===== src/rtl/bpt_pkg.sv =====
package bpt_pkg;

   // default build parameters
   localparam int unsigned FRAC_BITS_DEF     = 16;
   localparam int unsigned CORDIC_STAGES_DEF = 24;

   // register map, indexed by paddr[2]
   localparam logic [0:0] REG_AMOUNT = 1'b0;
   localparam logic signed [31:0] AMOUNT_RESET = 32'sd65536;

   // angle constants in q2.30
   localparam logic signed [34:0] PI_Q30      = 35'sd3373259426;
   localparam logic signed [34:0] HALF_PI_Q30 = 35'sd1686629713;
   localparam logic signed [34:0] TWO_PI_Q30  = 35'sd6746518852;
   localparam logic signed [33:0] GAIN_Q30    = 34'sd652032874;

   // 2*pi with 61 fraction bits
   localparam logic [63:0] TWO_PI_Q61 = 64'hC90FDAA22168C235;

   // largest term magnitude kept before the final add
   localparam logic [40:0] TERM_CAP = 41'h100_0000_0000;

   // arctangent of 2^-k in q2.30, truncated
   localparam logic [31:0] ATAN_Q30 [32] = '{
      32'h3243F6A8, 32'h1DAC6705, 32'h0FADBAFC, 32'h07F56EA6, 32'h03FEAB76, 32'h01FFD55B,
      32'h00FFFAAA, 32'h007FFF55, 32'h003FFFEA, 32'h001FFFFD, 32'h000FFFFF, 32'h0007FFFF,
      32'h0003FFFF, 32'h0001FFFF, 32'h0000FFFF, 32'h00007FFF, 32'h00003FFF, 32'h00001FFF,
      32'h00000FFF, 32'h000007FF, 32'h000003FF, 32'h000001FF, 32'h000000FF, 32'h0000007F,
      32'h0000003F, 32'h0000001F, 32'h0000000F, 32'h00000007, 32'h00000003, 32'h00000001,
      32'h00000000, 32'h00000000
   };

   // point data that rides along the pipeline
   typedef struct packed {
      logic signed [31:0] x;
      logic signed [31:0] y;
      logic [15:0]        rnd;
      logic signed [31:0] acc_x;
      logic signed [31:0] acc_y;
      logic signed [31:0] acc_z;
   } side_type;

   // 2*pi with 2*frac fraction bits, rounded
   function automatic logic [63:0] two_pi_fix(input int unsigned frac);
      int unsigned csh;
      csh = 61 - 2 * frac;
      return (TWO_PI_Q61 >> csh) + ((TWO_PI_Q61 >> (csh - 1)) & 64'd1);
   endfunction

endpackage


===== src/rtl/bpt_mod_cell.sv =====
module bpt_mod_cell import bpt_pkg::*; #(
   parameter logic [63:0] DIVISOR = 64'd1
) (
   input  logic        clock,
   input  logic        reset,
   input  logic        en,
   input  logic        in_valid,
   input  logic [63:0] in_rem,
   input  side_type    in_side,
   output logic        out_valid,
   output logic [63:0] out_rem,
   output side_type    out_side
);

   logic        valid_ff;
   logic [63:0] rem_ff, rem_in;
   side_type    side_ff;

   // conditional subtract of one shifted copy of 2*pi
   always_comb begin
      rem_in = (in_rem >= DIVISOR) ? in_rem - DIVISOR : in_rem;
   end

   always_ff @(posedge clock) begin
      if (reset) begin
         valid_ff <= 1'b0;
      end else if (en) begin
         valid_ff <= in_valid;
      end
   end

   always_ff @(posedge clock) begin
      if (en) begin
         rem_ff  <= rem_in;
         side_ff <= in_side;
      end
   end

   assign out_valid = valid_ff;
   assign out_rem   = rem_ff;
   assign out_side  = side_ff;

`ifndef SYNTH
   // each cell leaves less than its own divisor
   a_rem_reduced: assert property (@(posedge clock) disable iff (reset)
      valid_ff |-> rem_ff < DIVISOR)
      else $error("modulo cell left an unreduced remainder");
`endif

endmodule


===== config.mk =====
export PLATFORM = sky130hd
export DESIGN_NAME = bpt_mod_cell
export DESIGN_NICKNAME = d
export VERILOG_FILES = /design/src/rtl/bpt_pkg.sv /design/src/rtl/bpt_mod_cell.sv
export SDC_FILE = /design/constraint.sdc
export NUM_CORES = 1
export LEC_CHECK = 0
export ABC_AREA = 1
export BUFFER_PORTS_ARGS = -buffer_cell sky130_fd_sc_hd__buf_2
export CORE_AREA = 2 2 188 190
export CTS_BUF_LIST = sky130_fd_sc_hd__clkbuf_16
export DETAILED_ROUTE_END_ITERATION = 8
export DIE_AREA = 0 0 190 192
export PLACE_DENSITY = 0.55
export SETUP_SLACK_MARGIN = 0.5
export SYNTH_ARGS = -nofsm -noshare
export SYNTH_HDL_FRONTEND = slang
export SYNTH_SLANG_ARGS = --single-unit
export TNS_END_PERCENT = 10

===== constraint.sdc =====
create_clock -name clock -period 1.75 [get_ports clock]
set_input_delay 0.175 -clock clock [delete_from_list [all_inputs] [get_ports clock]]
set_output_delay 0.175 -clock clock [all_outputs]
set_load 0.03 [all_outputs]

==> impl_metrics.py <==
metrics = {
    "synthesis": {
        "synth_edf_count": 240,
        "synth_cell_types": 22,
        "syn_area_um2": 9970,
        "syn_inst": 872,
        "ys_ff_latch": 241,
        "ys_seq_area_share_pct": 72.5,
        "ys_warn_count": 0,
        "synth_flop_cell": "edfxtp_1",
        "avgSynthCellArea_um2": 11.4,
        "synthesis.nets": 1118,
        "async_reset_ff_share_pct": 0,
    },
    "setup_path": {
        "reg2reg_depth": 3,
        "crit_chain": "buf_6",
        "cp-start-kind": "flip-flop",
        "arrival_ns": 1.21,
        "crit_required_ns": 1.57,
        "crit_path_end_kind": "output port",
        "cpPeakStageDelay_ns": 0.49,
        "cp_max_fo": 1,
        "cp_slowest_cell": "edfxtp_1",
        "r2r_end": "out_valid",
        "worstSetupStartpoint": "out_side[129]",
        "reg2reg_slack_ns": 0.62,
        "crit_family": "flip-flops",
        "r2r_start": "out_valid",
        "critPathKind": "flip-flop to output port",
        "timing.critical_path.buf_inv": 1,
    },
    "routing": {
        "dr.pass1.iters": 7,
        "drt_iter0_drc": 490,
        "drc": 0,
        "wl_per_cell_um": 20.4,
        "viasPerCell": 4.40,
        "antenna_left": 0,
        "num_vias": 9436,
        "wl_um": 43700,
    },
    "finish": {
        "drive_gt1_share_pct": 43.7,
        "final_area_um2": 17100,
        "final_cell_mix": "buf_2 (448), edfxtp_1 (240), nand2_1 (239), dlygate4sd3_1 (178), nor2_1 (125)",
        "final_cells": 2143,
        "nNetsFinal": 1911,
        "multi_input_area_um2": 2500,
        "area_growth_pct": 71.5,
        "regArea_um2": 7230,
        "n_fill_cell": 3155,
        "mostFrequentLayoutCell": "buf_2",
    },
    "timing": {
        "worst_hold_slack_ns": 0.00276,
        "timing.final.max_slew_violations": 0,
        "period_share_pct": 79.4,
        "rsz0062_at_grt": "yes",
        "fin_ws_ns": 0.361,
        "fin_skew_ns": 0,
        "finalCriticalPeriod_ns": 1.39,
        "max_freq_ghz": 0.720,
        "finalSetupViolations": 0,
        "finalHoldViolations": 0,
        "max_slew.worst_pin.slew_ns": 0.497,
        "tns_ns": 0,
        "slew_headroom_pct": 66.8,
    },
    "die": {
        "die_h_um": 192,
        "initial_core_util_pct": 29.1,
        "io_pins": 485,
        "fp-row-count": 68,
        "dieArea_um2": 36500,
        "core_area_um2": 34300,
        "die_w_um": 190,
    },
    "placed_design": {
        "portBuffers": 484,
        "place_ws_ns": -0.112,
        "placedCellCount": 1894,
        "hpwl_um": 33500,
        "place_area_um2": 13800,
        "routabilityCongestion": 0.953,
    },
    "worst_hold_path": {
        "min_path_cells": 4,
        "hold_end": "out_rem[0]",
        "hp-class": "input port to flip-flop",
        "min_from": "in_rem[0]",
    },
    "global_route": {
        "track_usage_pct": 22.4,
        "grt_pass1_wl_um": 59900,
        "antenna_found_initial": 7,
        "grt_pass1_vias": 9504,
        "grt.overflow.total": 0,
        "grt_max_degree": 49,
    },
    "clock_network": {
        "numCtsBuffers": 28,
        "clk_latency_ns": 0.53,
        "tritoncts": "done",
        "h-tree-depth": 1,
        "root_buffer": "clkbuf_16",
        "cts_sinks": 241,
        "cts.clk_slew.worst_paths_ns": 0.06,
        "clock_path_buffers": 3,
    },
    "job": {
        "maxCapViolCount": 0,
    },
    "power": {
        "irDropWorstVdd_uv": 719,
        "p_leak_nw": 7.71,
        "powerDensity_nw_per_um2": 924,
    },
    "run_status": {
        "status": "finished, final reports clean",
    },
}
final cells by class:
class / instances / share of cell area (%)
Clock inverter: 22 / 1.21
Sequential cell: 241 / 42.3
Multi-Input combinational cell: 514 / 14.6
Clock buffer: 29 / 4.24
Tap cell: 455 / 3.33
Inverter: 111 / 2.58
Timing Repair Buffer: 769 / 31.7
Antenna cell: 2 / 0.0293
timing repair:
action                                  in CTS  in global routing
hold endpoints to repair                   177                  0
hold buffers                               178                  0
buffers inserted                             0                 13
gates cloned                                 0                  5
endpoints found under the setup margin     243                300
resized for setup                           48                 90
pin swaps                                    0                 18
cells by family after synthesis:
group           Yosys count  synth area share (%)
fa+ha+maj                 2                 0.251
compound gates           10                 0.690
mux                       1                 0.100
buf+inv                 117                  4.85
xor+xnor                 24                  2.11
simple gates            477                  19.5
flops                   241                  72.5
stage by stage:
stage / utilization (%) / power (mW)
global placement: 40.2 / 9.50
finish: 49.9 / 15.8
global route: 49.9 / 16.4
floorplan: - / 8.28
CTS: 48.6 / 15.9
detailed placement: 40.2 / 9.50
registers in the layout, summed over array words and instances (netlist names):
| name | cells |
|---|---|
| out_rem | 64 |
| out_valid | 1 |
| out_side | 176 |
power by group:
part / switching (mW) / internal, mW / total [mW]
sequential: 0.148 / 6.86 / 7.01
clock: 2.37 / 3.58 / 5.95
combinational: 1.82 / 1.02 / 2.85
total: 4.34 / 11.5 / 15.8
layer usage:
metal | vias to the layer above | global-route usage [%] | part of all wire, %
met5 | - | 0 | 0.13
met4 | 10 | 10.5 | 5.1
met3 | 106 | 5.72 | 7.7
met2 | 429 | 37.9 | 47
met1 | 4460 | 26.9 | 40
li1 | 4431 | - | -
cell usage after synthesis (2+ instances only):
library cell / instances / share of area, %
buf_6: 6 / 0.68
edfxtp_1: 240 / 72
ha_1: 2 / 0.25
inv_1: 92 / 3.5
inv_2: 19 / 0.72
nand2_1: 257 / 9.7
nand2_2: 3 / 0.19
nand3_1: 24 / 1.2
nand3b_1: 7 / 0.53
nand4_1: 5 / 0.31
nor2_1: 164 / 6.2
nor2_2: 9 / 0.56
nor2_4: 5 / 0.56
o21ai_0: 5 / 0.25
o21ai_2: 5 / 0.44
xnor2_1: 6 / 0.53
xor2_1: 18 / 1.6
worst max-delay path by stage:
stage,cells after the start,endpoint
floorplan,10,out_rem[8]
global placement,12,out_rem[33]
detailed placement,13,out_rem[44]
CTS,1,out_side[129]
global route,1,out_rem[31]
finish,1,out_side[129]
Power figures use the tool's default switching activity.
