## src/rtl/bpt_pkg.sv

```systemverilog
package bpt_pkg;

   // default build parameters
   localparam int unsigned FRAC_BITS_DEF     = 16;
   localparam int unsigned CORDIC_STAGES_DEF = 24;

   // register map, indexed by paddr[2]
   localparam logic [0:0] REG_AMOUNT = 1'b0;
   localparam logic signed [31:0] AMOUNT_RESET = 32'sd65536;

   // angle constants in q2.30
   localparam logic signed [34:0] PI_Q30      = 35'sd3373259426;
   localparam logic signed [34:0] HALF_PI_Q30 = 35'sd1686629713;
   localparam logic signed [34:0] TWO_PI_Q30  = 35'sd6746518852;
   localparam logic signed [33:0] GAIN_Q30    = 34'sd652032874;

   // 2*pi with 61 fraction bits
   localparam logic [63:0] TWO_PI_Q61 = 64'hC90FDAA22168C235;

   // largest term magnitude kept before the final add
   localparam logic [40:0] TERM_CAP = 41'h100_0000_0000;

   // arctangent of 2^-k in q2.30, truncated
   localparam logic [31:0] ATAN_Q30 [32] = '{
      32'h3243F6A8, 32'h1DAC6705, 32'h0FADBAFC, 32'h07F56EA6, 32'h03FEAB76, 32'h01FFD55B,
      32'h00FFFAAA, 32'h007FFF55, 32'h003FFFEA, 32'h001FFFFD, 32'h000FFFFF, 32'h0007FFFF,
      32'h0003FFFF, 32'h0001FFFF, 32'h0000FFFF, 32'h00007FFF, 32'h00003FFF, 32'h00001FFF,
      32'h00000FFF, 32'h000007FF, 32'h000003FF, 32'h000001FF, 32'h000000FF, 32'h0000007F,
      32'h0000003F, 32'h0000001F, 32'h0000000F, 32'h00000007, 32'h00000003, 32'h00000001,
      32'h00000000, 32'h00000000
   };

   // point data that rides along the pipeline
   typedef struct packed {
      logic signed [31:0] x;
      logic signed [31:0] y;
      logic [15:0]        rnd;
      logic signed [31:0] acc_x;
      logic signed [31:0] acc_y;
      logic signed [31:0] acc_z;
   } side_type;

   // 2*pi with 2*frac fraction bits, rounded
   function automatic logic [63:0] two_pi_fix(input int unsigned frac);
      int unsigned csh;
      csh = 61 - 2 * frac;
      return (TWO_PI_Q61 >> csh) + ((TWO_PI_Q61 >> (csh - 1)) & 64'd1);
   endfunction

endpackage

```

## src/rtl/bpt_sqrt_cell.sv

```systemverilog
module bpt_sqrt_cell import bpt_pkg::*; (
   input  logic        clock,
   input  logic        reset,
   input  logic        en,
   input  logic        in_valid,
   input  logic [63:0] in_rad,
   input  logic [35:0] in_rem,
   input  logic [31:0] in_root,
   input  side_type    in_side,
   output logic        out_valid,
   output logic [63:0] out_rad,
   output logic [35:0] out_rem,
   output logic [31:0] out_root,
   output side_type    out_side
);

   logic        valid_ff;
   logic [63:0] rad_ff, rad_in;
   logic [35:0] rem_ff, rem_in;
   logic [31:0] root_ff, root_in;
   side_type    side_ff;
   logic [35:0] rem_sh, trial;
   logic        ge;

   // one root bit per cell from the top two radicand bits
   always_comb begin
      rem_sh  = {in_rem[33:0], in_rad[63:62]};
      trial   = {2'b00, in_root, 2'b01};
      ge      = rem_sh >= trial;
      rem_in  = ge ? rem_sh - trial : rem_sh;
      root_in = {in_root[30:0], ge};
      rad_in  = {in_rad[61:0], 2'b00};
   end

   always_ff @(posedge clock) begin
      if (reset) begin
         valid_ff <= 1'b0;
      end else if (en) begin
         valid_ff <= in_valid;
      end
   end

   always_ff @(posedge clock) begin
      if (en) begin
         rad_ff  <= rad_in;
         rem_ff  <= rem_in;
         root_ff <= root_in;
         side_ff <= in_side;
      end
   end

   assign out_valid = valid_ff;
   assign out_rad   = rad_ff;
   assign out_rem   = rem_ff;
   assign out_root  = root_ff;
   assign out_side  = side_ff;

`ifndef SYNTH
   // partial remainder never exceeds twice the partial root
   a_rem_bound: assert property (@(posedge clock) disable iff (reset)
      valid_ff |-> rem_ff <= {3'b000, root_ff, 1'b0})
      else $error("sqrt remainder out of bound");
`endif

endmodule

```

## config.mk

```make
export PLATFORM = sky130hd
export DESIGN_NAME = bpt_sqrt_cell
export DESIGN_NICKNAME = d
export VERILOG_FILES = /design/src/rtl/bpt_pkg.sv /design/src/rtl/bpt_sqrt_cell.sv
export SDC_FILE = /design/constraint.sdc
export NUM_CORES = 1
export LEC_CHECK = 0
export ABC_AREA = 1
export CAP_MARGIN = 20
export CORE_AREA = 2 2 238 240
export CTS_CLUSTER_DIAMETER = 50
export DETAILED_ROUTE_END_ITERATION = 16
export DIE_AREA = 0 0 240 242
export DONT_BUFFER_PORTS = 1
export PLACE_DENSITY = 0.41
export SLEW_MARGIN = 10
export SYNTH_ARGS = -nofsm -noshare
export SYNTH_HDL_FRONTEND = slang
export SYNTH_SLANG_ARGS = --single-unit
export TNS_END_PERCENT = 10
```

## constraint.sdc

```tcl
create_clock -name clock -period 2 [get_ports clock]
set_input_delay 0.4 -clock clock [delete_from_list [all_inputs] [get_ports clock]]
set_output_delay 0.4 -clock clock [all_outputs]
set_load 0.03 [all_outputs]
```

==> flow_summary.toml <==
[grt]
track_usage_pct = 18.73
grtUsageMet3_pct = 5.185
use_met1_pct = 19.70
grt_pass1_wl_um = 75270
busiest_layer = "met2"
antenna_found_initial = 12
grt-ovfl-total = 0
grt_max_degree = 308
grt_pass1_vias = 9662
grtUsageMet2_pct = 35.50

[clock_network]
cts_tree = "done"
cts_max_level = 2
clockBufferDepth = 3
ctsResizeCount = 0
clock_sinks = 307
ctsHoldBuffers = 302
cts_buffers = 45
path_clk_slew_ps = 60
cts-root-buf = "clkbuf_16"
clk_latency_ps = 550

[sta]
period_share_pct = 89.03
period_needed_ps = 1781
finClkSkew_ps = 0
slew_headroom_pct = 55.67
final_max_slew_viol_count = 0
setup_slack_ps = 219.4
rsz0062_at_grt = "no"
finalHoldViolations = 13
hold_ws_ps = -16.07
worst_pin_slew_ps = 664.9
setup_violations = 0
fmax_mhz = 561.6

[synthesis]
ys_seq_elements = 307
netlist_instances = 1007
synth_area_leaders = "edfxtp_1 73%, nand2_1 9.8%, inv_1 4.1%"
synth-main-ff-cell = "edfxtp_1"
yosys_warnings = 0
synth_top_area_cell = "edfxtp_1"
synthArstFlopShare_pct = 0
ys_types = 31
synth_area_sq_um = 12510
synth-edff-count = 306
syn_avg_cell_area_sq_um = 12.42
synth_top_area_share_pct = 73.46
seq_area_frac_synth_pct = 73.62

[setup_path]
end_kind = "flop"
cp_cell_sequence = "inv_1 > ha_1 > buf_4 > nand2_1 > nor2_1 > nand3_1 > nand2_1 > nand2_1 > nand2_1 > nand2_1 > nand3_1 > nand2_1"
startpoint_type = "input port"
critPathArrivalTime_ps = 2100
crit_path_top_delay_cell = "ha_1"
critical_path.reg2reg.startpoint = "out_valid"
cpMostUsedCell = "nand2_1"
reg2reg_slack_ps = 670
crit_start = "in_root[8]"
crit_fanout = 4
cp.required_ps = 2320
worst-setup-path-type = "in2reg"
cp_top_family = "simple AND/OR/NAND/NOR gates"
worst-path-stages = 12
reg2regPathDepth = 3
endpoint = "out_rem[29]"
slowest_delay_ps = 310
critPathBufInv = 2
r2r-end = "out_valid"

[floorplanning]
num_io_pins = 621
die-area_sq_um = 58080
num_rows = 87
die_h_um = 242
coreArea_sq_um = 55730
die_w_um = 240
start_util_pct = 22.44

[detailed_routing]
finalWirelength_um = 56240
ant_nets = 0
num_vias = 9285
drt_iter0_markers = 466
drt_first_pass_iters = 4
viasPerCell = 4.090
wl_per_cell_um = 24.77
drc = 0

[power]
finalPower_uw = 18930
powerDensity_nw_per_um2 = 990.4
vdd_drop_max_mv = 0.5642
power_leakage_uw = 0.007765

[placed_design]
place_ws_ps = -382.5
placedCellCount = 1882
port-buffer-count = 0
place_congestion = 0.8778
post-dp-hpwl_um = 42470

[outcome]
status = "finished with violations"
violations = "hold timing"

[cells_and_area]
final_cell_count_no_fill = 2270
fin_nets = 1821
drive_gt1_share_pct = 16.07
area_growth_pct = 52.83

[worst_hold_path]
min_path_type = "in2reg"

[run]
cap_violations = 0
-- registers in the layout, summed over array words and instances (netlist names) --
signal / flops
out_rad: 62
out_rem: 36
out_root: 32
out_side: 176
out_valid: 1
-- routing by layer --
metal | wire [um] | up-vias | share of wire [%]
met5 | 20 | - | 0.036
met4 | 1702 | 4 | 3.0
met3 | 3987 | 64 | 7.1
met2 | 30080 | 367 | 53
met1 | 20450 | 4532 | 36
li1 | - | 4318 | -
-- how the worst min path moves through the flow --
stage / start / to / slack [ps] / depth (start not counted)
floorplan: reset / out_valid / 470 / 1
global placement: reset / out_valid / 480 / 1
detailed placement: reset / out_valid / 480 / 1
CTS: en / out_rad[29] / -60 / 0
global route: en / out_side[111] / -70 / 0
finish: en / out_rad[59] / -20 / 0
-- report_power, final --
part | total (uW) | switching, uW | internal (uW)
logic | 1950 | 916 | 1040
registers | 9380 | 1580 | 7800
clock network | 7600 | 3260 | 4350
total | 18900 | 5750 | 13200
-- cell usage in the layout (no fill, tap or decap), types with 8 or more instances in the layout --
| cell | instances |
|---|---|
| dlygate4sd3_1 | 302 |
| nor2_1 | 60 |
| clkbuf_16 | 46 |
| ha_4 | 20 |
| diode_2 | 8 |
| xor2_1 | 17 |
| a21oi_1 | 26 |
| inv_6 | 9 |
| nand2_1 | 324 |
| nand3b_1 | 12 |
| edfxtp_1 | 306 |
| buf_4 | 125 |
| inv_1 | 135 |
| nor3_1 | 8 |
| nand3_1 | 36 |
| ha_1 | 14 |
-- Yosys cell counts (5+ instances only) --
| master | n |
|---|---|
| o21ai_0 | 5 |
| a21oi_1 | 26 |
| nand3b_1 | 12 |
| ha_1 | 34 |
| edfxtp_1 | 306 |
| buf_4 | 5 |
| nor3_1 | 8 |
| xor2_1 | 17 |
| inv_1 | 135 |
| nand2_1 | 328 |
| nand3_1 | 36 |
| nor2_1 | 64 |
-- cell families (layout without fill, tap and decap cells) --
family / Yosys count / count (layout) / synth area share [%]
other: 1 / 10 / 0.02998
AO/OA/AOI/OAI: 40 / 40 / 1.781
flip-flops: 307 / 307 / 73.62
buffers and inverters: 145 / 643 / 4.701
adder cells (fa/ha/maj): 34 / 34 / 3.401
multiplexers: 1 / 1 / 0.08003
XOR/XNOR: 18 / 18 / 1.260
AND/OR/NAND/NOR: 461 / 461 / 15.12
-- metrics by stage --
step	util [%]	area, sq um	hold WS [ps]	TNS (ps)
final	34.30	19120	-16.07	0
after CTS	34.26	19100	-60.13	0
after floorplan	-	12790	472.4	0
after global routing	34.28	19100	-69.09	0
after detailed placement	26.24	14630	476.7	-12900
after global placement	26.24	14630	475.0	-12720
-- final cells by class --
type	instances	area, sq um
multi-input combinational	556	2995
antenna	8	20.02
clock buffer	47	1155
clock inverter	31	292.8
fill	5582	36620
sequential	307	9209
tap	756	945.9
timing repair buffer	428	3981
inverter	137	516.7
-- timing repair --
action | 4_1_cts | 5_1_grt
endpoints found under the setup margin | 0 | 0
endpoints found under the hold margin | 422 | 75
buffers inserted | 0 | 0
Note: power is estimated with default switching activity, not from simulation.
