`src/rtl/bpt_pkg.sv`:
```
package bpt_pkg;

   // default build parameters
   localparam int unsigned FRAC_BITS_DEF     = 16;
   localparam int unsigned CORDIC_STAGES_DEF = 24;

   // register map, indexed by paddr[2]
   localparam logic [0:0] REG_AMOUNT = 1'b0;
   localparam logic signed [31:0] AMOUNT_RESET = 32'sd65536;

   // angle constants in q2.30
   localparam logic signed [34:0] PI_Q30      = 35'sd3373259426;
   localparam logic signed [34:0] HALF_PI_Q30 = 35'sd1686629713;
   localparam logic signed [34:0] TWO_PI_Q30  = 35'sd6746518852;
   localparam logic signed [33:0] GAIN_Q30    = 34'sd652032874;

   // 2*pi with 61 fraction bits
   localparam logic [63:0] TWO_PI_Q61 = 64'hC90FDAA22168C235;

   // largest term magnitude kept before the final add
   localparam logic [40:0] TERM_CAP = 41'h100_0000_0000;

   // arctangent of 2^-k in q2.30, truncated
   localparam logic [31:0] ATAN_Q30 [32] = '{
      32'h3243F6A8, 32'h1DAC6705, 32'h0FADBAFC, 32'h07F56EA6, 32'h03FEAB76, 32'h01FFD55B,
      32'h00FFFAAA, 32'h007FFF55, 32'h003FFFEA, 32'h001FFFFD, 32'h000FFFFF, 32'h0007FFFF,
      32'h0003FFFF, 32'h0001FFFF, 32'h0000FFFF, 32'h00007FFF, 32'h00003FFF, 32'h00001FFF,
      32'h00000FFF, 32'h000007FF, 32'h000003FF, 32'h000001FF, 32'h000000FF, 32'h0000007F,
      32'h0000003F, 32'h0000001F, 32'h0000000F, 32'h00000007, 32'h00000003, 32'h00000001,
      32'h00000000, 32'h00000000
   };

   // point data that rides along the pipeline
   typedef struct packed {
      logic signed [31:0] x;
      logic signed [31:0] y;
      logic [15:0]        rnd;
      logic signed [31:0] acc_x;
      logic signed [31:0] acc_y;
      logic signed [31:0] acc_z;
   } side_type;

   // 2*pi with 2*frac fraction bits, rounded
   function automatic logic [63:0] two_pi_fix(input int unsigned frac);
      int unsigned csh;
      csh = 61 - 2 * frac;
      return (TWO_PI_Q61 >> csh) + ((TWO_PI_Q61 >> (csh - 1)) & 64'd1);
   endfunction

endpackage

```
`src/rtl/bpt_cordic_cell.sv`:
```
module bpt_cordic_cell import bpt_pkg::*; #(
   parameter int unsigned STAGE = 0
) (
   input  logic               clock,
   input  logic               reset,
   input  logic               en,
   input  logic               in_valid,
   input  logic signed [33:0] in_cx,
   input  logic signed [33:0] in_cy,
   input  logic signed [33:0] in_z,
   input  logic               in_flip,
   input  side_type           in_side,
   output logic               out_valid,
   output logic signed [33:0] out_cx,
   output logic signed [33:0] out_cy,
   output logic signed [33:0] out_z,
   output logic               out_flip,
   output side_type           out_side
);

   localparam int unsigned K = STAGE % 32;
   localparam logic signed [33:0] ATAN_K = {2'b00, ATAN_Q30[K]};

   logic               valid_ff;
   logic signed [33:0] cx_ff, cx_in, cy_ff, cy_in, z_ff, z_in;
   logic               flip_ff;
   side_type           side_ff;
   logic signed [33:0] dx, dy;

   // one micro-rotation, direction from the sign of the residual angle
   always_comb begin
      dx = in_cy >>> K;
      dy = in_cx >>> K;
      if (!in_z[33]) begin
         cx_in = in_cx - dx;
         cy_in = in_cy + dy;
         z_in  = in_z - ATAN_K;
      end else begin
         cx_in = in_cx + dx;
         cy_in = in_cy - dy;
         z_in  = in_z + ATAN_K;
      end
   end

   always_ff @(posedge clock) begin
      if (reset) begin
         valid_ff <= 1'b0;
      end else if (en) begin
         valid_ff <= in_valid;
      end
   end

   always_ff @(posedge clock) begin
      if (en) begin
         cx_ff   <= cx_in;
         cy_ff   <= cy_in;
         z_ff    <= z_in;
         flip_ff <= in_flip;
         side_ff <= in_side;
      end
   end

   assign out_valid = valid_ff;
   assign out_cx    = cx_ff;
   assign out_cy    = cy_ff;
   assign out_z     = z_ff;
   assign out_flip  = flip_ff;
   assign out_side  = side_ff;

endmodule

```
`config.mk`:
```
export PLATFORM = sky130hd
export DESIGN_NAME = bpt_cordic_cell
export DESIGN_NICKNAME = d
export VERILOG_FILES = /design/src/rtl/bpt_pkg.sv /design/src/rtl/bpt_cordic_cell.sv
export SDC_FILE = /design/constraint.sdc
export NUM_CORES = 1
export LEC_CHECK = 0
export ABC_AREA = 1
export BUFFER_PORTS_ARGS = -buffer_cell sky130_fd_sc_hd__buf_2
export CORE_AREA = 4 4 218 220
export DETAILED_ROUTE_END_ITERATION = 6
export DIE_AREA = 0 0 222 224
export GPL_ROUTABILITY_DRIVEN = 0
export GPL_TIMING_DRIVEN = 0
export SYNTH_ARGS = -nofsm -noshare
export SYNTH_HDL_FRONTEND = slang
export SYNTH_SLANG_ARGS = --single-unit
```
`constraint.sdc`:
```
create_clock -name clock -period 3 [get_ports clock]
set_clock_uncertainty 0.2 [all_clocks]
set_input_delay 0.15 -clock clock [delete_from_list [all_inputs] [get_ports clock]]
set_output_delay 0.15 -clock clock [all_outputs]
set_load 0.05 [all_outputs]
```
==> implementation parameters <==
Parameter                              Value

Worst setup path
  Crit path max fanout ... 25
  Worst-case reg-to-reg path depth ... 3
  Reg-to-Reg Start ... out_valid
  CP bufs+invs ... 4
  CP Cell Sequence ... clkbuf_4 > buf_2 > clkinv_1 > buf_4 > ha_1 > a21oi_1 > nand2_1 > nand3_1 > nand3_1 > a21oi_1 > o21ai_0 > xor2_1
  Kind of start point of the critical path ... input pin
  Req. time, crit path ... 3.06 ns
  Critical setup path kind ... in2reg
  Reg2Reg Setup Slack ... 1.67 ns
  Worst path arrival time ... 2.89 ns
  Worst path slowest cell ... sky130_fd_sc_hd__ha_1
  Max stage delay on crit path ... 0.40 ns
  Critical path's top delay family ... buffers and inverters
  Endpoint kind of the worst setup timing path ... register
  Endpoint of the lowest-slack register-to-register path ... out_valid

Synth
  Synthesized area per cell ... 8.81 µm²
  Synth unique cells ... 51
  Total number of yosys warnings ... 0
  Post-synth ARST share ... 0%
  Count of state elements after synthesis ... 279
  Netlist area before placement ... 17,500 µm²
  Number of flops mapped to enable cells by yosys ... 278
  Top flip-flop cell by instance count after synthesis ... sky130_fd_sc_hd__edfxtp_1
  Synthesized Nets ... 2,398
  Seq/Total Area, Yosys ... 47.9%
  Synthesized instance count ... 1,982

Detailed routing
  DR WL/cell ... 21.2 µm
  Starting DRC count in detailed routing ... 1,586
  Total vias in the final route ... 17,721
  DRC errors left ... 0
  Number of iterations in the first detailed-routing pass ... 6
  Post-DR vias/cell ... 5.18
  Routed Antenna Nets ... 0
  Wirelength, routed ... 72,400 µm

Clocking
  # clock sinks ... 279
  Clock transition time at the flip-flop clock pins of the worst setup and hold paths ... 0.06 ns
  Number of buffers created by CTS ... 34
  CTS root buf ... sky130_fd_sc_hd__clkbuf_16
  Clock tree from TritonCTS ... built
  Count of buffers added by post-CTS timing repair for setup ... 0
  H-tree depth ... 2
  Worst-Skew Late Latency ... 0.54 ns
  Number of buffers on the longest clock path ... 3

Timing
  Unrepaired setup endpoints after global routing ... false
  Final number of setup-violating endpoints ... 0
  Max frequency ... 354 MHz
  Crit path setup slack, layout ... 0.174 ns
  Final hold violations ... 0
  Final Cycle Share ... 94.2%
  Pin slew with the least headroom to its limit ... 0.837 ns
  Setup tns final ... 0 ns
  Post-route worst hold slack ... 0.0254 ns
  Final-report max-slew violation count ... 0
  Max-slew headroom ... 44.2%
  Shortest clock period the worst path allows after layout ... 2.83 ns

Place
  Worst setup slack before clock tree synthesis ... -0.668 ns
  Placement Cell Area ... 21,100 µm²
  Port buffer count ... 562
  Detailed placer's ending HPWL ... 56,900 µm

Global route
  Overall fraction of global-route tracks in use ... 27.8%
  Largest net degree at the start of global routing ... 106
  Number of global-route vias before repair ... 17,492
  Final global-route overflow total ... 0
  Initial antenna violation count ... 4
  First-pass GRT wire length ... 106,000 µm

Hold path
  Hold path endpoint ... out_z[24]
  Type of the tightest min-delay check ... in2reg
  Number of cells traversed by the worst hold path ... 4
  Worst hold start ... in_z[24]

Floorplan
  Horizontal extent of the die ... 222 µm
  Core region area ... 45,300 µm²
  I/O pin count ... 563
  Initial standard-cell utilization of the core ... 38.5%
  Cell row count ... 78
  Die Footprint ... 49,700 µm²
  Vertical die dimension ... 224 µm

Power
  Cell leakage power ... 0.0114 µW
  Power per cell area ... 558 nW/µm²
  Worst supply voltage drop on vdd ... 0.000478 V

Layout
  Layout Cell Area excl Fill ... 24,300 µm²
  Area overhead of the layout relative to synthesis ... 39.5%
  Share of layout cells above drive strength 1 ... 25.8%
  Final nets ... 3,212

Run
  Max-cap viol count ... 0

Run status
  Status ... finished, final reports clean
synthesized netlist by cell type (7+ instances only):
| master | n | area [µm²] |
|---|---|---|
| sky130_fd_sc_hd__a21o_1 | 15 | 113 |
| sky130_fd_sc_hd__a21oi_1 | 151 | 756 |
| sky130_fd_sc_hd__a21oi_2 | 9 | 78.8 |
| sky130_fd_sc_hd__buf_2 | 11 | 55.1 |
| sky130_fd_sc_hd__buf_4 | 19 | 143 |
| sky130_fd_sc_hd__clkbuf_1 | 7 | 26.3 |
| sky130_fd_sc_hd__edfxtp_1 | 278 | 8350 |
| sky130_fd_sc_hd__ha_1 | 129 | 1610 |
| sky130_fd_sc_hd__inv_1 | 233 | 875 |
| sky130_fd_sc_hd__inv_2 | 10 | 37.5 |
| sky130_fd_sc_hd__nand2_1 | 485 | 1820 |
| sky130_fd_sc_hd__nand2_2 | 14 | 87.6 |
| sky130_fd_sc_hd__nand3_1 | 158 | 791 |
| sky130_fd_sc_hd__nand4_1 | 17 | 106 |
| sky130_fd_sc_hd__nor2_1 | 159 | 597 |
| sky130_fd_sc_hd__nor2_2 | 14 | 87.6 |
| sky130_fd_sc_hd__nor3_1 | 22 | 110 |
| sky130_fd_sc_hd__o21ai_0 | 93 | 465 |
| sky130_fd_sc_hd__o21ai_1 | 15 | 75.1 |
| sky130_fd_sc_hd__o21bai_1 | 18 | 135 |
| sky130_fd_sc_hd__o22ai_1 | 8 | 50.1 |
| sky130_fd_sc_hd__xor2_1 | 41 | 359 |
worst max path at each step:
stage	from	endpoint	depth (start not counted)
after floorplan	in_z[33]	out_z[25]	11
after global placement	en	out_valid	3
after detailed placement	in_z[33]	out_z[18]	14
after CTS	in_z[33]	out_z[18]	14
after global routing	en	out_valid	7
final	in_z[33]	out_z[25]	12
metrics by stage:
stage	util [%]	power [µW]	cells
finish	53.8	13600	3420
global route	53.8	14200	3420
CTS	53.8	13700	3419
detailed placement	46.6	9200	3146
global placement	46.4	9180	3144
floorplan	-	7830	1982
flip-flops by register name (all words and copies together) (netlist names):
register / cells
out_flip: 1
out_valid: 1
out_side: 176
out_z: 34
out_cy: 33
out_cx: 34
metal layers:
layer	share of wire [%]	vias to the layer above	wire length [µm]	track usage [%]
met2	48	878	34900	48.1
li1	-	8321	-	-
met1	40	8343	29000	34.7
met4	4.4	4	3210	11.2
met5	0.030	-	22	0
met3	7.1	175	5160	4.93
kinds of logic (layout without fill, tap and decap cells):
kind of cell / after synthesis / after routing / share of synthesized area, %
and+or+nand+nor: 898 / 898 / 22.2
AOI/OAI and AO/OA: 336 / 336 / 10.9
buffers and inverters: 289 / 1126 / 6.97
DFF: 279 / 279 / 47.9
adders and majority gates: 133 / 133 / 9.71
xor gates and xnor gates: 45 / 45 / 2.26
muxes: 2 / 2 / 0.115
other: 0 / 1 / 0
power breakdown:
| group | internal [µW] | switching, µW | total, µW |
|---|---|---|---|
| clock | 2450 | 1700 | 4160 |
| sequential | 4790 | 116 | 4900 |
| combinational | 1220 | 3310 | 4530 |
| total | 8460 | 5130 | 13600 |
area by class of cell:
cell class                      count  area, µm²
Fill cell                        4131      20900
Sequential cell                   279       8370
Multi-Input combinational cell   1414       7870
Timing Repair Buffer              778       5020
Inverter                          245        922
Clock buffer                       38        866
Tap cell                          600        751
Buffer                             44        298
Clock inverter                     21        249
Antenna cell                        1       2.50
timing repair:
action                     4_1_cts  5_1_grt
cloned                           0        0
hold endpoints to repair       287        0
setup endpoints to repair        3        3
hold buffers                   214        0
gates resized for setup          1        2
worst min-delay path, delay by kind of cell:
family | cells | cell delay [ns]
fa+ha+maj | 1 | 0.22
simple gates | 2 | 0.19
buf+inv | 1 | 0.09
cell usage in the layout (no fill, tap or decap), types with 18 or more instances in the layout:
master                          instances
sky130_fd_sc_hd__nand2_1              485
sky130_fd_sc_hd__clkbuf_16             34
sky130_fd_sc_hd__ha_1                 129
sky130_fd_sc_hd__o21bai_1              18
sky130_fd_sc_hd__xor2_1                41
sky130_fd_sc_hd__buf_2                570
sky130_fd_sc_hd__inv_1                233
sky130_fd_sc_hd__o21ai_0               92
sky130_fd_sc_hd__nor2_1               159
sky130_fd_sc_hd__edfxtp_1             278
sky130_fd_sc_hd__buf_4                 20
sky130_fd_sc_hd__a21oi_1              151
sky130_fd_sc_hd__nor3_1                22
sky130_fd_sc_hd__dlygate4sd3_1        214
sky130_fd_sc_hd__nand3_1              158
(Power assumes the default switching activity.)
